<file path="src/hw/rtl/c8eu_pkg.sv">
// c8eu_pkg: types and constants shared by the 8-bit execute unit.
// No dependencies.
package c8eu_pkg;

	typedef struct packed {
		logic [5:0]  op;
		logic [7:0]  operand;
		logic [7:0]  operand_high;
		logic [15:0] address;
		logic [15:0] return_address;
	} in_item_t;

	typedef struct packed {
		logic        write_enable;
		logic [15:0] write_address;
		logic [7:0]  write_data;
		logic        jump_enable;
		logic [15:0] jump_target;
		logic [7:0]  acc_out;
		logic [7:0]  x_out;
		logic [7:0]  y_out;
		logic [7:0]  sp_out;
		logic [7:0]  flags_out;
		logic        last;
	} out_item_t;

	localparam logic [5:0] OP_LDA = 6'd0,  OP_LDX = 6'd1,  OP_LDY = 6'd2;
	localparam logic [5:0] OP_STA = 6'd3,  OP_STX = 6'd4,  OP_STY = 6'd5;
	localparam logic [5:0] OP_TAX = 6'd6,  OP_TAY = 6'd7,  OP_TXA = 6'd8;
	localparam logic [5:0] OP_TYA = 6'd9,  OP_TSX = 6'd10, OP_TXS = 6'd11;
	localparam logic [5:0] OP_PHA = 6'd12, OP_PHP = 6'd13, OP_PLA = 6'd14;
	localparam logic [5:0] OP_PLP = 6'd15, OP_AND = 6'd16, OP_EOR = 6'd17;
	localparam logic [5:0] OP_ORA = 6'd18, OP_BIT = 6'd19, OP_ADC = 6'd20;
	localparam logic [5:0] OP_SBC = 6'd21, OP_CMP = 6'd22, OP_CPX = 6'd23;
	localparam logic [5:0] OP_CPY = 6'd24, OP_INC = 6'd25, OP_INX = 6'd26;
	localparam logic [5:0] OP_INY = 6'd27, OP_DEC = 6'd28, OP_DEX = 6'd29;
	localparam logic [5:0] OP_DEY = 6'd30, OP_ASLA = 6'd31, OP_ASLM = 6'd32;
	localparam logic [5:0] OP_LSRA = 6'd33, OP_LSRM = 6'd34, OP_ROLA = 6'd35;
	localparam logic [5:0] OP_ROLM = 6'd36, OP_RORA = 6'd37, OP_RORM = 6'd38;
	localparam logic [5:0] OP_JMP = 6'd39, OP_JSR = 6'd40, OP_RTS = 6'd41;
	localparam logic [5:0] OP_NOP = 6'd42;

	localparam logic [7:0] STACK_PAGE = 8'h01;
	localparam logic [7:0] SP_RESET   = 8'hFD;
	localparam logic [7:0] FLAGS_RESET = 8'h24;

endpackage

</file>
<file path="src/hw/rtl/c8eu_front.sv">
// c8eu_front: input register; takes requests and holds one for the back end.
// Depends on c8eu_pkg.
module c8eu_front import c8eu_pkg::*; (
	input  logic     clk,
	input  logic     arst_n,
	input  logic     push,
	output logic     full,
	input  in_item_t din,
	output logic     valid,
	output in_item_t item,
	input  logic     take
);

	logic     valid_q;
	in_item_t item_q;

	assign full  = valid_q && !take;
	assign valid = valid_q;
	assign item  = item_q;

	always_ff @(posedge clk or negedge arst_n) begin
		if (!arst_n) begin
			valid_q <= 1'b0;
		end else begin
			if (push && !full) valid_q <= 1'b1;
			else if (take) valid_q <= 1'b0;
		end
	end

	always_ff @(posedge clk) begin
		if (push && !full) item_q <= din;
	end

endmodule

</file>
<file path="src/hw/rtl/c8eu_back.sv">
// c8eu_back: architectural registers and ALU; emits results to an output register.
// Depends on c8eu_pkg.
module c8eu_back import c8eu_pkg::*; (
	input  logic      clk,
	input  logic      arst_n,
	input  logic      valid,
	input  in_item_t  item,
	output logic      take,
	output logic      empty,
	input  logic      pop,
	output out_item_t dout
);

	logic [7:0] a_q, x_q, y_q, sp_q, p_q;
	logic       jsr_q;      // second JSR result still owed
	logic       out_v_q;
	out_item_t  out_q;
	logic [15:0] jsr_addr_q;
	logic [7:0]  jsr_lo_q;

	logic        room, fire;
	logic [7:0]  na, nx, ny, nsp, np, r, v;
	logic [8:0]  sum;
	logic        wr, jp;
	logic [15:0] wa, jt;
	logic [7:0]  wd;
	logic [7:0]  mi;

	assign room  = !out_v_q || pop;
	assign fire  = valid && room && !jsr_q;
	assign take  = fire;
	assign empty = !out_v_q;
	assign dout  = out_q;

	always_comb begin
		na = a_q; nx = x_q; ny = y_q; nsp = sp_q; np = p_q;
		wr = 1'b0; wa = '0; wd = '0; jp = 1'b0; jt = '0;
		r = '0; v = '0; sum = '0;
		mi = (item.op == OP_SBC) ? ~item.operand : item.operand;
		case (item.op)
			OP_LDA, OP_PLA: begin r = item.operand; na = r; end
			OP_LDX: begin r = item.operand; nx = r; end
			OP_LDY: begin r = item.operand; ny = r; end
			OP_TAX: begin r = a_q; nx = r; end
			OP_TAY: begin r = a_q; ny = r; end
			OP_TXA: begin r = x_q; na = r; end
			OP_TYA: begin r = y_q; na = r; end
			OP_TSX: begin r = sp_q; nx = r; end
			OP_AND: begin r = a_q & item.operand; na = r; end
			OP_EOR: begin r = a_q ^ item.operand; na = r; end
			OP_ORA: begin r = a_q | item.operand; na = r; end
			OP_ADC, OP_SBC: begin
				sum = {1'b0, a_q} + {1'b0, mi} + {8'd0, p_q[0]};
				r = sum[7:0]; na = r; np[0] = sum[8];
				np[6] = ~(a_q[7] ^ mi[7]) & (a_q[7] ^ r[7]);
			end
			OP_CMP, OP_CPX, OP_CPY: begin
				v = (item.op == OP_CMP) ? a_q : (item.op == OP_CPX) ? x_q : y_q;
				sum = {1'b0, v} - {1'b0, item.operand};
				r = sum[7:0]; np[0] = !sum[8];
			end
			OP_INC: r = item.operand + 8'd1;
			OP_DEC: r = item.operand - 8'd1;
			OP_INX: begin r = x_q + 8'd1; nx = r; end
			OP_INY: begin r = y_q + 8'd1; ny = r; end
			OP_DEX: begin r = x_q - 8'd1; nx = r; end
			OP_DEY: begin r = y_q - 8'd1; ny = r; end
			OP_ASLA, OP_ASLM, OP_LSRA, OP_LSRM,
			OP_ROLA, OP_ROLM, OP_RORA, OP_RORM: begin
				v = item.op[0] ? a_q : item.operand;
				if (item.op == OP_ASLA || item.op == OP_ASLM ||
				    item.op == OP_ROLA || item.op == OP_ROLM) begin
					np[0] = v[7];
					r = {v[6:0], (item.op == OP_ROLA || item.op == OP_ROLM) & p_q[0]};
				end else begin
					np[0] = v[0];
					r = {(item.op == OP_RORA || item.op == OP_RORM) & p_q[0], v[7:1]};
				end
				if (item.op[0]) na = r;
			end
			default: ;
		endcase
		// N and Z from the result for every operation that loads or computes a value
		case (item.op)
			OP_LDA, OP_LDX, OP_LDY, OP_TAX, OP_TAY, OP_TXA, OP_TYA, OP_TSX,
			OP_PLA, OP_AND, OP_EOR, OP_ORA, OP_ADC, OP_SBC, OP_CMP, OP_CPX,
			OP_CPY, OP_INC, OP_DEC, OP_INX, OP_INY, OP_DEX, OP_DEY,
			OP_ASLA, OP_ASLM, OP_LSRA, OP_LSRM, OP_ROLA, OP_ROLM,
			OP_RORA, OP_RORM: begin
				np[7] = r[7]; np[1] = (r == 8'd0);
			end
			default: ;
		endcase
		case (item.op)
			OP_STA: begin wr = 1'b1; wa = item.address; wd = a_q; end
			OP_STX: begin wr = 1'b1; wa = item.address; wd = x_q; end
			OP_STY: begin wr = 1'b1; wa = item.address; wd = y_q; end
			OP_TXS: nsp = x_q;
			OP_PHA, OP_PHP: begin
				wr = 1'b1; wa = {STACK_PAGE, sp_q};
				wd = (item.op == OP_PHA) ? a_q : (p_q | 8'h30);
				nsp = sp_q - 8'd1;
			end
			OP_PLA: nsp = sp_q + 8'd1;
			OP_PLP: begin nsp = sp_q + 8'd1; np = (item.operand & 8'hCF) | 8'h20; end
			OP_BIT: begin
				np[7] = item.operand[7]; np[6] = item.operand[6];
				np[1] = ((a_q & item.operand) == 8'd0);
			end
			OP_INC, OP_DEC, OP_ASLM, OP_LSRM, OP_ROLM, OP_RORM: begin
				wr = 1'b1; wa = item.address; wd = r;
			end
			OP_JMP: begin jp = 1'b1; jt = item.address; end
			OP_JSR: begin
				wr = 1'b1; wa = {STACK_PAGE, sp_q};
				wd = item.return_address[15:8]; nsp = sp_q - 8'd2;
			end
			OP_RTS: begin
				nsp = sp_q + 8'd2; jp = 1'b1;
				jt = {item.operand_high, item.operand} + 16'd1;
			end
			default: ;
		endcase
	end

	always_ff @(posedge clk or negedge arst_n) begin
		if (!arst_n) begin
			a_q <= '0; x_q <= '0; y_q <= '0;
			sp_q <= SP_RESET; p_q <= FLAGS_RESET;
			jsr_q <= 1'b0; out_v_q <= 1'b0;
		end else begin
			if (fire) begin
				a_q <= na; x_q <= nx; y_q <= ny; sp_q <= nsp; p_q <= np;
				jsr_q <= (item.op == OP_JSR);
				out_v_q <= 1'b1;
			end else if (jsr_q && room) begin
				jsr_q <= 1'b0;
				out_v_q <= 1'b1;
			end else if (pop) begin
				out_v_q <= 1'b0;
			end
		end
	end

	always_ff @(posedge clk) begin
		if (fire) begin
			out_q <= '{write_enable: wr, write_address: wa, write_data: wd,
				jump_enable: jp, jump_target: jt, acc_out: na, x_out: nx,
				y_out: ny, sp_out: nsp, flags_out: np,
				last: (item.op != OP_JSR)};
			jsr_addr_q <= item.address;
			jsr_lo_q   <= item.return_address[7:0];
		end else if (jsr_q && room) begin
			out_q.write_address <= {STACK_PAGE, sp_q + 8'd1};
			out_q.write_data    <= jsr_lo_q;
			out_q.jump_enable   <= 1'b1;
			out_q.jump_target   <= jsr_addr_q;
			out_q.last          <= 1'b1;
		end
	end

	a_jsr_second: assert property (@(posedge clk) disable iff (!arst_n)
		jsr_q && room |=> out_v_q && out_q.last && out_q.jump_enable)
		else $error("JSR second result missing");
	a_no_fire_jsr: assert property (@(posedge clk) disable iff (!arst_n)
		jsr_q |-> !fire) else $error("item taken during JSR");
	a_hold: assert property (@(posedge clk) disable iff (!arst_n)
		out_v_q && !pop |=> out_v_q && $stable(out_q))
		else $error("result changed while waiting");

endmodule

</file>
<file path="src/hw/rtl/cpu_8bit_execute_unit_top.sv">
// cpu_8bit_execute_unit_top: 6502-style execute stage, top level.
// Depends on c8eu_pkg, c8eu_front, c8eu_back.
//
// Usage:
//  - Requests enter on din with push; one is accepted when push is high and
//    full is low. Each carries a decoded operation and its operand bytes.
//  - Results leave on dout; a result waits while empty is low and is taken
//    with pop. JSR yields two results (high then low return byte push); all
//    other operations yield one, flagged by last.
//  - A request is accepted into the input register, then moves into the result
//    register when the back end takes it; a stall can hold it in between.
//  - Throughput: one request per cycle while results are popped and no JSR is
//    pending; JSR holds the back end until its second result is registered.
//    The back end's result register sets the rate: it refills in the cycle it is popped.
//  - Reset: A, X, Y clear, SP = 0xFD, status = 0x24, both stages empty.
//  - A stalled receiver holds the result register; the input register then
//    fills and full rises, so nothing is lost.
//
module cpu_8bit_execute_unit_top import c8eu_pkg::*; (
	input  logic      clk,
	input  logic      arst_n,
	input  logic      push,
	output logic      full,
	input  in_item_t  din,
	output logic      empty,
	input  logic      pop,
	output out_item_t dout
);

	logic     f_valid, f_take;
	in_item_t f_item;

	// front end: holds one accepted request
	c8eu_front u_front (
		.clk(clk), .arst_n(arst_n), .push(push), .full(full), .din(din),
		.valid(f_valid), .item(f_item), .take(f_take)
	);

	// back end: register file, ALU and result register
	c8eu_back u_back (
		.clk(clk), .arst_n(arst_n), .valid(f_valid), .item(f_item),
		.take(f_take), .empty(empty), .pop(pop), .dout(dout)
	);

endmodule

</file>
<file path="config.mk">
export PLATFORM = sky130hd
export DESIGN_NAME = cpu_8bit_execute_unit_top
export DESIGN_NICKNAME = d
export VERILOG_FILES = /design/src/hw/rtl/c8eu_pkg.sv /design/src/hw/rtl/c8eu_front.sv /design/src/hw/rtl/c8eu_back.sv /design/src/hw/rtl/cpu_8bit_execute_unit_top.sv
export SDC_FILE = /design/constraint.sdc
export NUM_CORES = 1
export LEC_CHECK = 0
export BUFFER_PORTS_ARGS = -buffer_cell sky130_fd_sc_hd__buf_2
export CAP_MARGIN = 20
export CORE_MARGIN = 5
export CORE_UTILIZATION = 25
export CTS_CLUSTER_SIZE = 25
export DETAILED_ROUTE_END_ITERATION = 8
export HOLD_SLACK_MARGIN = 0.05
export PLACE_DENSITY = 0.37
export SLEW_MARGIN = 5
export SYNTH_ARGS = -nofsm -noshare
export SYNTH_HDL_FRONTEND = slang
export SYNTH_SLANG_ARGS = --single-unit
</file>
<file path="constraint.sdc">
create_clock -name clk -period 9.5 [get_ports clk]
set_input_delay 1.9 -clock clk [delete_from_list [all_inputs] [get_ports clk]]
set_output_delay 1.9 -clock clk [all_outputs]
set_load 0.005 [all_outputs]
</file>
Word level (Yosys, flattened, before mapping)
Index checks and enable logic that the tools add are counted.
W data, S select, Z words.
{"block": "word_totals", "wordCells": 166, "input_bits": 58, "out_inout_bits": 85, "regBits": 204}
{"block": "op_classes", "n_eq_ne": 42, "muxes": 37, "n_reduce_logical": 37, "bitwise": 10, "addsub": 14}
{"operator": "$pmux W8 S17", "count": 1}
{"operator": "$eq A6 B5 Y1 const B", "count": 16}
{"operator": "$mux W41", "count": 2}
{"operator": "$pmux W8 S5", "count": 2}
{"operator": "$pmux W16 S2", "count": 2}
{"operator": "$pmux W8 S8", "count": 1}
{"operator": "$eq A6 B6 Y1 const B", "count": 10}
{"operator": "$mux W8", "count": 7}
{"operator": "$eq A6 B4 Y1 const B", "count": 8}
{"operator": "$pmux W8 S6", "count": 1}
{"operator": "$add A8 B1 Y8 const B", "count": 4}
{"operator": "$pmux W8 S4", "count": 1}
{"operator": "$sub A8 B1 Y8 const B", "count": 4}
{"operator": "$reduce_or A31 Y1", "count": 1}
{"operator": "$eq A6 B3 Y1 const B", "count": 4}
{"operator": "$add A16 B1 Y16 const B", "count": 1}
{"operator": "$logic_not A8 Y1", "count": 2}
{"operator": "$mux W1", "count": 16}
{"operator": "$reduce_or A2 Y1", "count": 7}
{"operator": "$eq A6 B2 Y1 const B", "count": 2}
{"operator": "$reduce_or A12 Y1", "count": 1}
{"operator": "$add A8 B8 Y9", "count": 1}
{"operator": "$add A9 B1 Y9", "count": 1}
{"operator": "$reduce_or A9 Y1", "count": 1}
{"operator": "other kinds (26)", "count": 44}

Logic depth before layout (Yosys ltp)
Gate-level depths: netlist (run 1).
{"block": "logic_depth", "depth_word": 9, "depth_mapped": 17, "ltp_nobuf": 15}

By module
From an unflattened synthesis (run 1), not the netlist that was laid out.
{"block": "unflattened", "hier_cells": 1232, "area_unflattened_um2": 12498.2}
{"module": "c8eu_back", "n_inst": 1, "area_per_inst_um2": 10819.1, "cells_per_inst": 1173, "seq_area_each_um2": 4275.4}
{"module": "c8eu_front", "n_inst": 1, "area_per_inst_um2": 1679.1, "cells_per_inst": 59, "seq_area_each_um2": 1646.6}

Least setup slack after synthesis (run 1)
OpenSTA, ideal clock, no wires.
{"block": "synth_path", "path_type": "in2reg", "startpoint": "in pop", "endpoint": "reg u_front.item_q, in the netlist u_front.item[0], enable pin", "path_stages": 5, "path_slack_ps": 3868, "setup_time_ps": 472, "n_path_buf": 1, "t_arrival_ps": 5160, "cell_sequence": "nor2_1 or3b_2 clkbuf_1 and2_1 nor2b_1"}
{"block": "synth_between", "elab_chain_cells": 7}
{"element": "start, declared", "line_no": "cpu_8bit_execute_unit_top.sv:26", "rtl": "input logic pop,"}
{"element": "$logic_or A1 B1 Y1", "line_no": "c8eu_back.sv:29", "rtl": "assign room = !out_v_q || pop;"}
{"element": "$logic_and A1 B1 Y1 (2 in a row)", "line_no": "c8eu_back.sv:30", "rtl": "assign fire = valid && room && !jsr_q;"}
{"element": "$logic_not A1 Y1", "line_no": "c8eu_front.sv:17", "rtl": "assign full = valid_q && !take;"}
{"element": "$logic_and A1 B1 Y1", "line_no": "c8eu_front.sv:17"}
{"element": "named net full", "line_no": "cpu_8bit_execute_unit_top.sv:23", "rtl": "output logic full,"}
{"element": "$logic_not A1 Y1", "line_no": "c8eu_front.sv:31", "rtl": "if (push && !full) item_q <= din;"}
{"element": "$logic_and A1 B1 Y1", "line_no": "c8eu_front.sv:31"}
{"element": "end signal, assigned", "line_no": "c8eu_front.sv:31"}
{"element": "end, declared", "line_no": "c8eu_front.sv:15", "rtl": "in_item_t item_q;"}
The timed path passes the listed nets, and every way through them passes these cells.
A chain may end at the register's enable or synchronous reset.

Worst setup path in the final report (run 1)
{"block": "layout_path", "startpoint": "in pop", "endpoint": "out full"}
{"block": "layout_between", "elab_chain_cells": 5}
{"element": "$logic_or A1 B1 Y1", "line_no": "c8eu_back.sv:29"}
{"element": "$logic_and A1 B1 Y1 (2 in a row)", "line_no": "c8eu_back.sv:30"}
{"element": "$logic_not A1 Y1", "line_no": "c8eu_front.sv:17"}
{"element": "$logic_and A1 B1 Y1", "line_no": "c8eu_front.sv:17"}
{"element": "end, declared", "line_no": "cpu_8bit_execute_unit_top.sv:23"}
Every way passes these cells.

==> metrics, run 1 <==
Met1 Wirelength approximately 25000 um; uppermost layer routed met4; Yosys cell types slightly below 90; Clock Latency Late Sink approximately 0.56 ns; die height about 240 um; maxcap violations 0; initial antenna violation count 2; Mapped Area around 13000 um2; clock power share between 20% and 30%; layout cell share with drive strength beyond 1 19.52%; row cnt 82; most frequent cells in the layout 161 x edfxtp_1, 143 x buf_2, 138 x nand2_1; fin crit period just over 5 ns; Final Hold Vio Count 0; CTS tree built; Post-synth EDFFs approximately 160; Top Family by Delay on Critical Path simple AND/OR/NAND/NOR gates; die width between 200 and 250 um; drt drc 0; Avg Cell Area, Syn 9.936 um2; # IOs between 100 and 150; Int Power 2231 uW; main combinational cell family by area after synthesis simple AND/OR/NAND/NOR gates; initial drt markers between 1000 and 1500; Gate Count Post-Synth between 1000 and 1500; Tightest Pin Transition 1.097 ns; Peak VDD IR around 0.10 mV; P per Cell Area between 200 and 250 nW/um2; clk sinks between 200 and 250; Layout Nets 1509; clock-pin slew on the worst setup and hold paths ~0.060 ns; Worst Path Max Fanout 16; Compound-Gate Fraction of Synth Area between 15 and 20%; Final HPWL DP between 30000 and 40000 um; setup TNS 0 ns; adder-cell area share of the yosys netlist around 5.8%; routed length per placed instance 25.66 um; initial cell density of the core between 20% and 30%; CTS buffer count 24; largest net degree at the start of global routing 85; Hold/Removal Path Class reg -> reg; TritonRoute pass-1 iters 6; post-synthesis sequential area ratio a little under half; sequence of cells on the critical path buf_2 -> nor2_1 -> or3b_2 -> and2_1 -> buf_2; Routed Antenna Nets 0; CP Launch Type input pin; critical path type in -> out; Post-Route WL 53540 um; Synth Register Bits 204; leakage power total 0.005747 uW; Worst Path Buf+Inv 2; Post-CTS Setup Bufs 0; CP peak stage delay 0.66 ns; area delta synth->final 18.09%; via/cell ratio approximately 5.4; cell mode on critical path buf_2; Clock Skew approximately 0.026 ns; Primary FF master, synth edfxtp_1; via count around 11000; H-tree levels 1; post-route cell area ~15000 um2; required time of the critical path between 7 and 8 ns; final period utilization approximately 53%; total track usage 18.46%; area share of and/or/nand/nor cells after synthesis 18.62%; NetSw between 1000 and 1500 uW; Die ar. 55480 um2; syn_nets ~1400; vias in the first global route about 11000; aggregate global routing overflow 0; Routed met2 length 23680 um; RSZ-0062 raised after global routing false; clock root cell clkbuf_16; post-synthesis xor/xnor area fraction under 10%; Port Buffer Count roughly 140; Post-DP Area 14170 um2; FFs w/ async S/R, synth a little over a fifth; CORE AREA a little over 50000 um2; commonest non-fill, non-tap cell in the layout edfxtp_1; post-CTS sizing 0; outcome finished clean; Final Wtd Congestion between 0.8 and 0.9; cts hold-fix bufs 0; met3 wire len 3724 um; Critical Path AT ~3.2 ns; critical path endpoint category output port; clk buf depth 3; Slew Viols, Final 0; maximum clock frequency around 0.20 GHz; combinational power share roughly a third; Max transition margin around a quarter; Sw Share between 30% and 40%; first-pass GRT wire length 78390 um; YS warnings 0; Seq pwr share around two fifths; mux share of post-synthesis cell area roughly 2.5%; highest-delay cell along the critical path or3b_2; # setup viols final 0
[logic make-up after synthesis]
family                   after synthesis
adder cells (fa/ha/maj)               56
multiplexers                          27
XOR/XNOR                              52
flip-flops                           204
AND/OR/NAND/NOR                      474
buffers and inverters                134
AO/OA/AOI/OAI                        333
[layout make-up]
cell class | instances | area, um2
diodes | 1 | 2.502
clock buffers | 36 | 748.2
clock inverters | 8 | 82.58
fillers | 5334 | 35250
inverters | 42 | 162.7
multi-input cells | 942 | 6252
flip-flops and latches | 204 | 5922
well taps | 672 | 840.8
repair buffers | 182 | 1008
[metrics by stage]
stage          instances  setup WS (ns)  hold WS (ns)  power [uW]  util, %
5_1_grt             2087          4.258        0.4258        3867    29.88
6_report            2087          4.439        0.4176        3664    29.88
3_5_place_dp        2039          4.406        0.4045        2700    28.18
3_3_place_gp        2037          4.411        0.4055        2712    28.15
2_1_floorplan       1280          3.868        0.4003        2145        -
4_1_cts             2083          4.403        0.4193        3693    29.84
[power groups by stage]
stage | registers (uW) | logic (uW) | clock network (uW)
6_report | 1470 | 1230 | 963
5_1_grt | 1480 | 1350 | 1030
4_1_cts | 1460 | 1230 | 999
3_5_place_dp | 1480 | 1220 | 0
3_3_place_gp | 1480 | 1230 | 0
2_1_floorplan | 1290 | 855 | 0
[registers in the layout, summed over array words and instances, names as in the netlist]
register           count
u_back.dout           83
u_front.item          54
u_back.jsr_addr_q     16
u_back.a_q             8
u_back.jsr_lo_q        8
u_back.p_q             8
u_back.sp_q            8
u_back.x_q             8
u_back.y_q             8
u_back.jsr_q           1
u_back.out_v_q         1
u_front.valid          1
[worst paths after layout]
kind / to / slack (ns) / startpoint / cells after the start
max reg2reg: u_back.dout[2] / 4.63 / u_front.item[53] / 14
min: u_back.jsr_lo_q[7] / 0.42 / u_front.item[7] / 0
max: full / 4.44 / pop / 5
min in group asynchronous: u_back.y_q[0] / 1.50 / arst_n / 2
min reg2reg: u_back.jsr_lo_q[7] / 0.42 / u_front.item[7] / 0
max in group asynchronous: u_back.out_v_q / 7.51 / arst_n / 2
[synthesized netlist by cell type, types with 7 or more instances]
| cell | number | share of area, % |
|---|---|---|
| and2_1 | 10 | 0.49 |
| o21ai_0 | 69 | 2.7 |
| dfrtp_1 | 34 | 6.7 |
| mux2_2 | 14 | 1.2 |
| a21o_1 | 9 | 0.53 |
| ha_1 | 50 | 4.9 |
| xnor2_1 | 34 | 2.3 |
| dfstp_2 | 9 | 1.9 |
| xor2_1 | 18 | 1.2 |
| a21oi_1 | 59 | 2.3 |
| nor2_1 | 125 | 3.7 |
| nor2b_1 | 9 | 0.44 |
| nand4_1 | 9 | 0.44 |
| mux2i_1 | 11 | 0.87 |
| o211ai_1 | 10 | 0.59 |
| nand2_1 | 138 | 4.1 |
| inv_1 | 39 | 1.2 |
| a32oi_1 | 8 | 0.55 |
| or2_2 | 8 | 0.39 |
| nand3_1 | 31 | 1.2 |
| a221oi_1 | 29 | 2.0 |
| a211oi_1 | 12 | 0.71 |
| or3_1 | 11 | 0.54 |
| a22o_1 | 10 | 0.69 |
| nor4_1 | 15 | 0.74 |
| or4_1 | 8 | 0.47 |
| clkbuf_1 | 59 | 1.7 |
| nor3_1 | 39 | 1.5 |
| o31ai_1 | 7 | 0.41 |
| buf_1 | 12 | 0.35 |
| and3_1 | 16 | 0.79 |
| buf_2 | 13 | 0.51 |
| edfxtp_1 | 161 | 38 |
| a221o_1 | 28 | 2.2 |
| nand2b_1 | 8 | 0.39 |
| a31oi_1 | 8 | 0.39 |
| o21a_1 | 9 | 0.53 |
| a22oi_1 | 15 | 0.89 |
[routing by layer]
layer	vias up	track usage, %
met5	-	0
li1	5078	-
met3	91	3.257
met4	0	4.733
met1	5540	26.73
met2	459	28.62
No activity file was read; power rests on OpenSTA's default activity.
==> run 2, diff against run 1 <==
ABC_AREA = 1   (was unset)
PLACE_DENSITY = 0.38   (was 0.37)
clock period = 4.6 ns   (was 9.5 ns; I/O delays follow)
==> run 2 against run 1 <==
Compared with the run above:
- utilization is 0.49 points higher
- die area up 0.96%
- count of clock-buffer cells in the layout shrank 2
- first-iteration DRC count is 17% higher
- synthesized cell count grew 23%
- flip-flop and latch count is the same
- design area is 3.3% higher
- wire length is 9.2% higher
- final cell count is 18% higher
- critical path type is now reg -> reg
- critical endpoint is now u_back.dout[64]
- largest cell class unchanged
- largest power group is now combinational cells
- highest routed layer unchanged
==> metrics, run 2 <==
max FFs per register 83 (unchanged); Sw Share 40.87% (+1.7 points); Synth top cells by count 410 x nand2_1, 185 x nor2_1, 161 x edfxtp_1; post-route cell area 15510 um2 (+3.3%); Final HPWL DP 44900 um (+17%); Critical Path AT 4.45 ns (+1.29 ns); flip-flop and latch area 5922 um2 (unchanged); Routed Antenna Nets 0 (unchanged); Avg Cell Area, Syn 8.136 um2 (-18%); Routed met2 length 26820 um (+13%); Filler cells 5517 (+3.4%); Tightest Pin Transition 0.9579 ns (-0.1389 ns); total track usage 20.11% (+1.6 points); initial cell density of the core 25.14% (-0.16 points); first-pass GRT wire length 84660 um (+8.0%); Final Wtd Congestion 0.9786 (+11%); Primary FF master, synth edfxtp_1; aggregate global routing overflow 0 (unchanged); FFs w/ async S/R, synth 21.08% (unchanged); Synth Register Bits 204 (unchanged); Worst Hold Launch u_front.item[6]; Gate Count Post-Synth 1579 (+23%); H-tree levels 1 (unchanged); CORE AREA 51090 um2 (+1.6%); Int Power 4827 uW (+120%); CTS buffer count 26 (+8.3%); commonest non-fill, non-tap cell in the layout nand2_1; CTS tree built; post-synthesis sequential area ratio 46.10% (-0.46 points); Post-synth EDFFs 161 (unchanged); Final Hold Vio Count 0 (unchanged); Port Buffer Count 142 (unchanged); Mapped Area 12850 um2 (+1.0%); clk sinks 204 (unchanged); cts hold-fix bufs 0 (unchanged); fin crit period 4.113 ns; Slew Viols, Final 0 (unchanged); most common cell in the netlist nand2_1; maximum clock frequency roughly 0.24 GHz; clock root cell clkbuf_16; vias in the first global route 11890 (+7.9%); # setup viols final 0 (unchanged); outcome finished clean; row cnt 83 (+1.2%); largest net degree at the start of global routing 156 (+84%); die height 236.7 um (+0.48%); area of the multi-input gates 6127 um2 (-2.0%); worst r2r src u_front.item[49]; Yosys cell types 53 (-40%); uppermost layer routed met4; Post-DP Area 14580 um2 (+2.9%); via/cell ratio 4.987 (-6.8%); initial antenna violation count 1 (-1); Layout Nets 1868 (+24%); Clock Skew 0.03005 ns (+0.003635 ns); Die ar. 56020 um2 (+0.96%); layout cell share with drive strength beyond 1 16.34% (-3.2 points); critical path launch point u_front.item[49]; drt drc 0 (unchanged); clk buf depth 3 (unchanged); TritonRoute pass-1 iters 6 (unchanged); Hold/Removal Path Class reg -> reg; # IOs 143 (unchanged); critical path type reg -> reg; clock power share 26.6% (+0.3 points); Met1 Wirelength 26800 um (+9.2%); Yosys top cell area share 37.64% (-0.38 points); setup TNS 0 ns (unchanged); Clock Latency Late Sink 0.58 ns (+0.02 ns); Seq pwr share 36.5% (-3.5 points); combinational power share 36.9% (+3.2 points); Max transition margin 35.90% (+9.7 points); P per Cell Area 526.2 nW/um2 (+120%); RSZ-0062 raised after global routing false; syn_nets 1692 (+21%); Peak VDD IR 0.3217 mV (+210%); area delta synth->final 20.78%; final period utilization between 80 and 90%; routed length per placed instance 23.80 um (-7.2%); YS warnings 0 (unchanged); maxcap violations 0 (unchanged); synth top area cells edfxtp_1 38%, nand2_1 12%, dfrtp_1 6.6%, nor2_1 5.4%, ha_1 4.9%; area leader, netlist edfxtp_1; NetSw 3337 uW (+130%); required time of the critical path 4.94 ns (-2.66 ns); met3 wire len 3651 um (-2.0%); critical path endpoint category flip-flop; via count 12250 (+9.7%); r2r setup slk 0.49 ns (-4.14 ns); Post-Route WL 58450 um (+9.2%); most frequent cells in the layout 410 x nand2_1, 182 x nor2_1, 161 x edfxtp_1; die width 236.7 um (+0.48%); clock-pin slew on the worst setup and hold paths 0.06 ns (about the same); leakage power total 0.006811 uW (+18%); Worst Path Max Fanout 13 (-3); CP Launch Type flip-flop; initial drt markers 1279 (+17%)
==> run 2: worst max-delay path, stage by stage, from the launching register on <==
cell and delay (ns):
edfxtp_1 0.54, nand2_2 0.18, nor2_2 0.32, nand2_1 0.34
o21ai_0 0.27, o22ai_1 0.12, ha_1 0.22, fa_1 0.39
nand3b_1 0.17, nand2_1 0.11, a21oi_1 0.07, inv_1 0.08
nand2_1 0.07, nand2_1 0.06, o21ai_0 0.18, nor2_1 0.15
nand3_1 0.16, nand2_1 0.10, nand3_1 0.07, o21ai_0 0.19
nand2_1 0.07
==> run 2: layout make-up <==
cell class	count	area share, %
antenna	1	0.01613
clock buffer	34	4.581
clock inverter	14	1.234
inverter	169	4.089
multi-input combinational	1165	39.49
sequential	204	38.17
tap	680	5.484
timing repair buffer	189	6.935
==> run 2: final timing paths <==
kind                                 endpoint  cells after the start
hold / removal             u_back.jsr_lo_q[6]                      0
max in group asynchronous      u_back.out_v_q                      2
setup reg to reg              u_back.dout[64]                     20
hold reg to reg            u_back.jsr_lo_q[6]                      0
min in group asynchronous       u_back.y_q[5]                      2
setup / recovery              u_back.dout[64]                     20
==> run 2: timing repair <==
action                                  CTS  global route
buffers inserted                          0             3
endpoints found under the setup margin    0             2
gates resized for setup                   0             3
==> run 2: metrics by stage <==
stage / cells / hold WS (ns) / setup WS, ns / total power (uW) / utilization, %
after global routing: 2456 / 0.4257 / 0.07875 / 8699 / 30.37
after floorplan: 1579 / 0.4003 / 0.2041 / 4618 / -
after global placement: 2404 / 0.4027 / 0.1657 / 6009 / 28.54
after CTS: 2452 / 0.4006 / 0.1663 / 8234 / 30.30
after detailed placement: 2404 / 0.4056 / 0.2212 / 5994 / 28.54
final: 2456 / 0.4060 / 0.4875 / 8164 / 30.37
==> run 2: power by group through the flow <==
stage | Sequential [uW] | Clock, uW | Combinational (uW)
final | 2980 | 2170 | 3010
after floorplan | 2840 | 0 | 1780
after global routing | 3020 | 2330 | 3340
after global placement | 3020 | 0 | 2990
after CTS | 2980 | 2250 | 3000
after detailed placement | 3010 | 0 | 2980
==> run 2: cell families after synthesis <==
family | Yosys count | synth area share [%]
compound gates | 285 | 13.33
flops | 204 | 46.10
simple gates | 801 | 26.82
buf+inv | 210 | 6.458
fa+ha+maj | 55 | 5.649
xor+xnor | 24 | 1.636
==> run 2: routing by layer <==
layer  up-vias  global-route usage [%]
met4         0                   4.478
met2       452                   32.41
met3        69                   3.180
li1       5769                       -
met1      5958                   28.60
met5         -                       0
==> run 3, diff against run 2 <==
==> constraint.sdc (replaced) <==
create_clock -name clk -period 4.6 [get_ports clk]
set_input_delay 1.38 -clock clk [delete_from_list [all_inputs] [get_ports clk]]
set_output_delay 1.38 -clock clk [all_outputs]
set_load 0.005 [all_outputs]
==> run 3 against run 2 <==
Compared with the run above:
- critical path depth unchanged
- utilization down 0.22 points
- fmax down 2.1%
- design area down 0.73%
- combinational power about the same
- setup slack worse by 0.090 ns
- global-route usage up 0.11 points
- clock power down 7%
- critical endpoint unchanged
- largest cell class unchanged
==> metrics, run 3 (synthesized netlist as in run 2, its figures left out) <==
leakage power total 0.006765 uW (-0.67%); final period utilization 91.35% (+1.9 points); Top Usage Layer GRT met2; layout cell share with drive strength beyond 1 15.81% (-0.53 points); maximum clock frequency 0.2380 GHz (-2.1%); drt drc 0 (unchanged); fin crit period 4.202 ns (+0.08963 ns); # IOs 143 (unchanged); GR Util met3 2.492% (-0.69 points); cts hold-fix bufs 0 (unchanged); Sw Share 41.61% (+0.74 points); required time of the critical path 4.92 ns (-0.02 ns); Die ar. 56020 um2 (unchanged); setup TNS 0 ns (unchanged); maxcap violations 0 (unchanged); Seq pwr share 37.2% (+0.7 points); CTS buffer count 25 (-3.8%); RSZ-0062 raised after global routing false; via count 12170 (-0.60%); Port Buffer Count 142 (unchanged); Hold/Removal Path Class reg -> reg; M1 GR Usage 29.21% (+0.61 points); cell mode on critical path nand2_1; Post-CTS Setup Bufs 0 (unchanged); Filler cells 5576 (+1.1%); Worst Path Max Fanout 13 (unchanged); critical path type reg -> reg; max FFs per register 83 (unchanged); Worst Path Buf+Inv 1 (unchanged); Top Family by Delay on Critical Path simple AND/OR/NAND/NOR gates; H-tree levels 1 (unchanged); vias in the first global route 11890 (-0.025%); critical path endpoint category flip-flop; clock-pin slew on the worst setup and hold paths 0.06 ns (about the same); Layout Nets 1865 (-0.16%); clk buf depth 3 (unchanged); clock root cell clkbuf_16; Final HPWL DP 45150 um (+0.55%); initial cell density of the core 25.14% (unchanged); row cnt 83 (unchanged); Peak VDD IR 0.2571 mV (-20%); aggregate global routing overflow 0 (unchanged); clk sinks 204 (unchanged); post-route cell area 15400 um2 (-0.73%); total track usage 20.22% (+0.11 points); # setup viols final 0 (unchanged); final worst slack 0.3978 ns (-0.08963 ns); Final Wtd Congestion 0.9427 (-3.7%); Tightest Pin Transition 0.9186 ns (-0.03933 ns); largest net degree at the start of global routing 157 (+0.64%); NetSw 3332 uW (-0.14%); CP Launch Type flip-flop; Slew Viols, Final 0 (unchanged); Final Hold Vio Count 0 (unchanged); die height 236.7 um (unchanged); outcome finished clean; Final Hold Slack 0.4184 ns (+0.01233 ns); sequence of cells on the critical path nand2_2 -> nor2_2 -> nand2_1 -> o21ai_0 -> o22ai_1 -> ha_1 -> fa_1 -> nand3b_1 -> nand2_1 -> a21oi_1 -> inv_1 -> nand2_1 -> nand2_1 -> o21ai_0 -> nor2_1 -> nand3_1 -> nand2_1 -> nand3_1 -> o21ai_0 -> nand2_1; combinational power share 37.8% (+0.9 points); Post-DP Area 14590 um2 (about the same); Routed Antenna Nets 0 (unchanged); post-CTS sizing 0 (unchanged); Critical Path AT 4.52 ns (+0.07 ns); TritonRoute pass-1 iters 6 (unchanged); first-pass GRT wire length 84360 um (-0.35%); via/cell ratio 4.967 (-0.40%); Setup WS pre-CTS 0.4957 ns (+0.2745 ns); Max transition margin 38.69% (+2.8 points); area delta synth->final 19.89%; highest-delay cell along the critical path edfxtp_1; most frequent cells in the layout 410 x nand2_1, 183 x nor2_1, 161 x edfxtp_1; initial antenna violation count 1 (unchanged); initial drt markers 1117 (-13%); antenna diode count 0 (-1); routed length per placed instance 23.96 um (+0.68%); grt met2 use 32.13% (-0.29 points); clock power share 25.0% (-1.6 points); Post-Route WL 58730 um (+0.48%); commonest non-fill, non-tap cell in the layout nand2_1; CP peak stage delay 0.62 ns (+0.08 ns); Clock Latency Late Sink 0.58 ns (about the same); CORE AREA 51090 um2 (unchanged); Clock Skew 0.01822 ns (-0.01183 ns); P per Cell Area 519.9 nW/um2 (-1.2%); die width 236.7 um (unchanged); CTS tree built; Int Power 4676 uW (-3.1%)
[run 3: area by class of cell]
| type | count | area [um2] | area share [%] |
|---|---|---|---|
| sequential | 204 | 5922 | 38.45 |
| timing repair buffer | 187 | 1061 | 6.889 |
| inverter | 169 | 634.4 | 4.119 |
| clock buffer | 35 | 693.2 | 4.501 |
| clock inverter | 11 | 118.9 | 0.7718 |
| tap | 680 | 850.8 | 5.524 |
| multi-input combinational | 1165 | 6121 | 39.74 |
[run 3: final timing paths]
check                                  from                 end  slack [ns]  cells past startpoint
setup / recovery           u_front.item[49]     u_back.dout[64]        0.40                     20
hold / removal              u_front.item[3]  u_back.jsr_lo_q[3]        0.42                      0
setup reg to reg           u_front.item[49]     u_back.dout[64]        0.40                     20
hold reg to reg             u_front.item[3]  u_back.jsr_lo_q[3]        0.42                      0
max in group asynchronous            arst_n      u_back.sp_q[5]        2.87                      2
min in group asynchronous            arst_n       u_back.y_q[2]        0.84                      1
[run 3: metrics by stage]
step           std cells  utilization, %  total power (uW)
2_1_floorplan       1579               -              4617
4_1_cts             2451           30.14              8102
6_report            2451           30.14              8008
3_5_place_dp        2405           28.55              6021
3_3_place_gp        2405           28.55              6045
5_1_grt             2451           30.14              8553
[run 3: power by group through the flow]
stage,clock [uW],combinational (uW),sequential (uW)
6_report,2010,3030,2970
5_1_grt,2150,3370,3030
4_1_cts,2090,3030,2980
3_5_place_dp,0,3010,3010
3_3_place_gp,0,3020,3020
2_1_floorplan,0,1780,2840
[run 3: routing by layer]
layer,part of all wire (%),vias up,routed length [um]
met2,45,422,26430
li1,-,5756,-
met3,5.6,77,3286
met5,0.022,-,13
met4,2.8,2,1625
met1,47,5917,27380
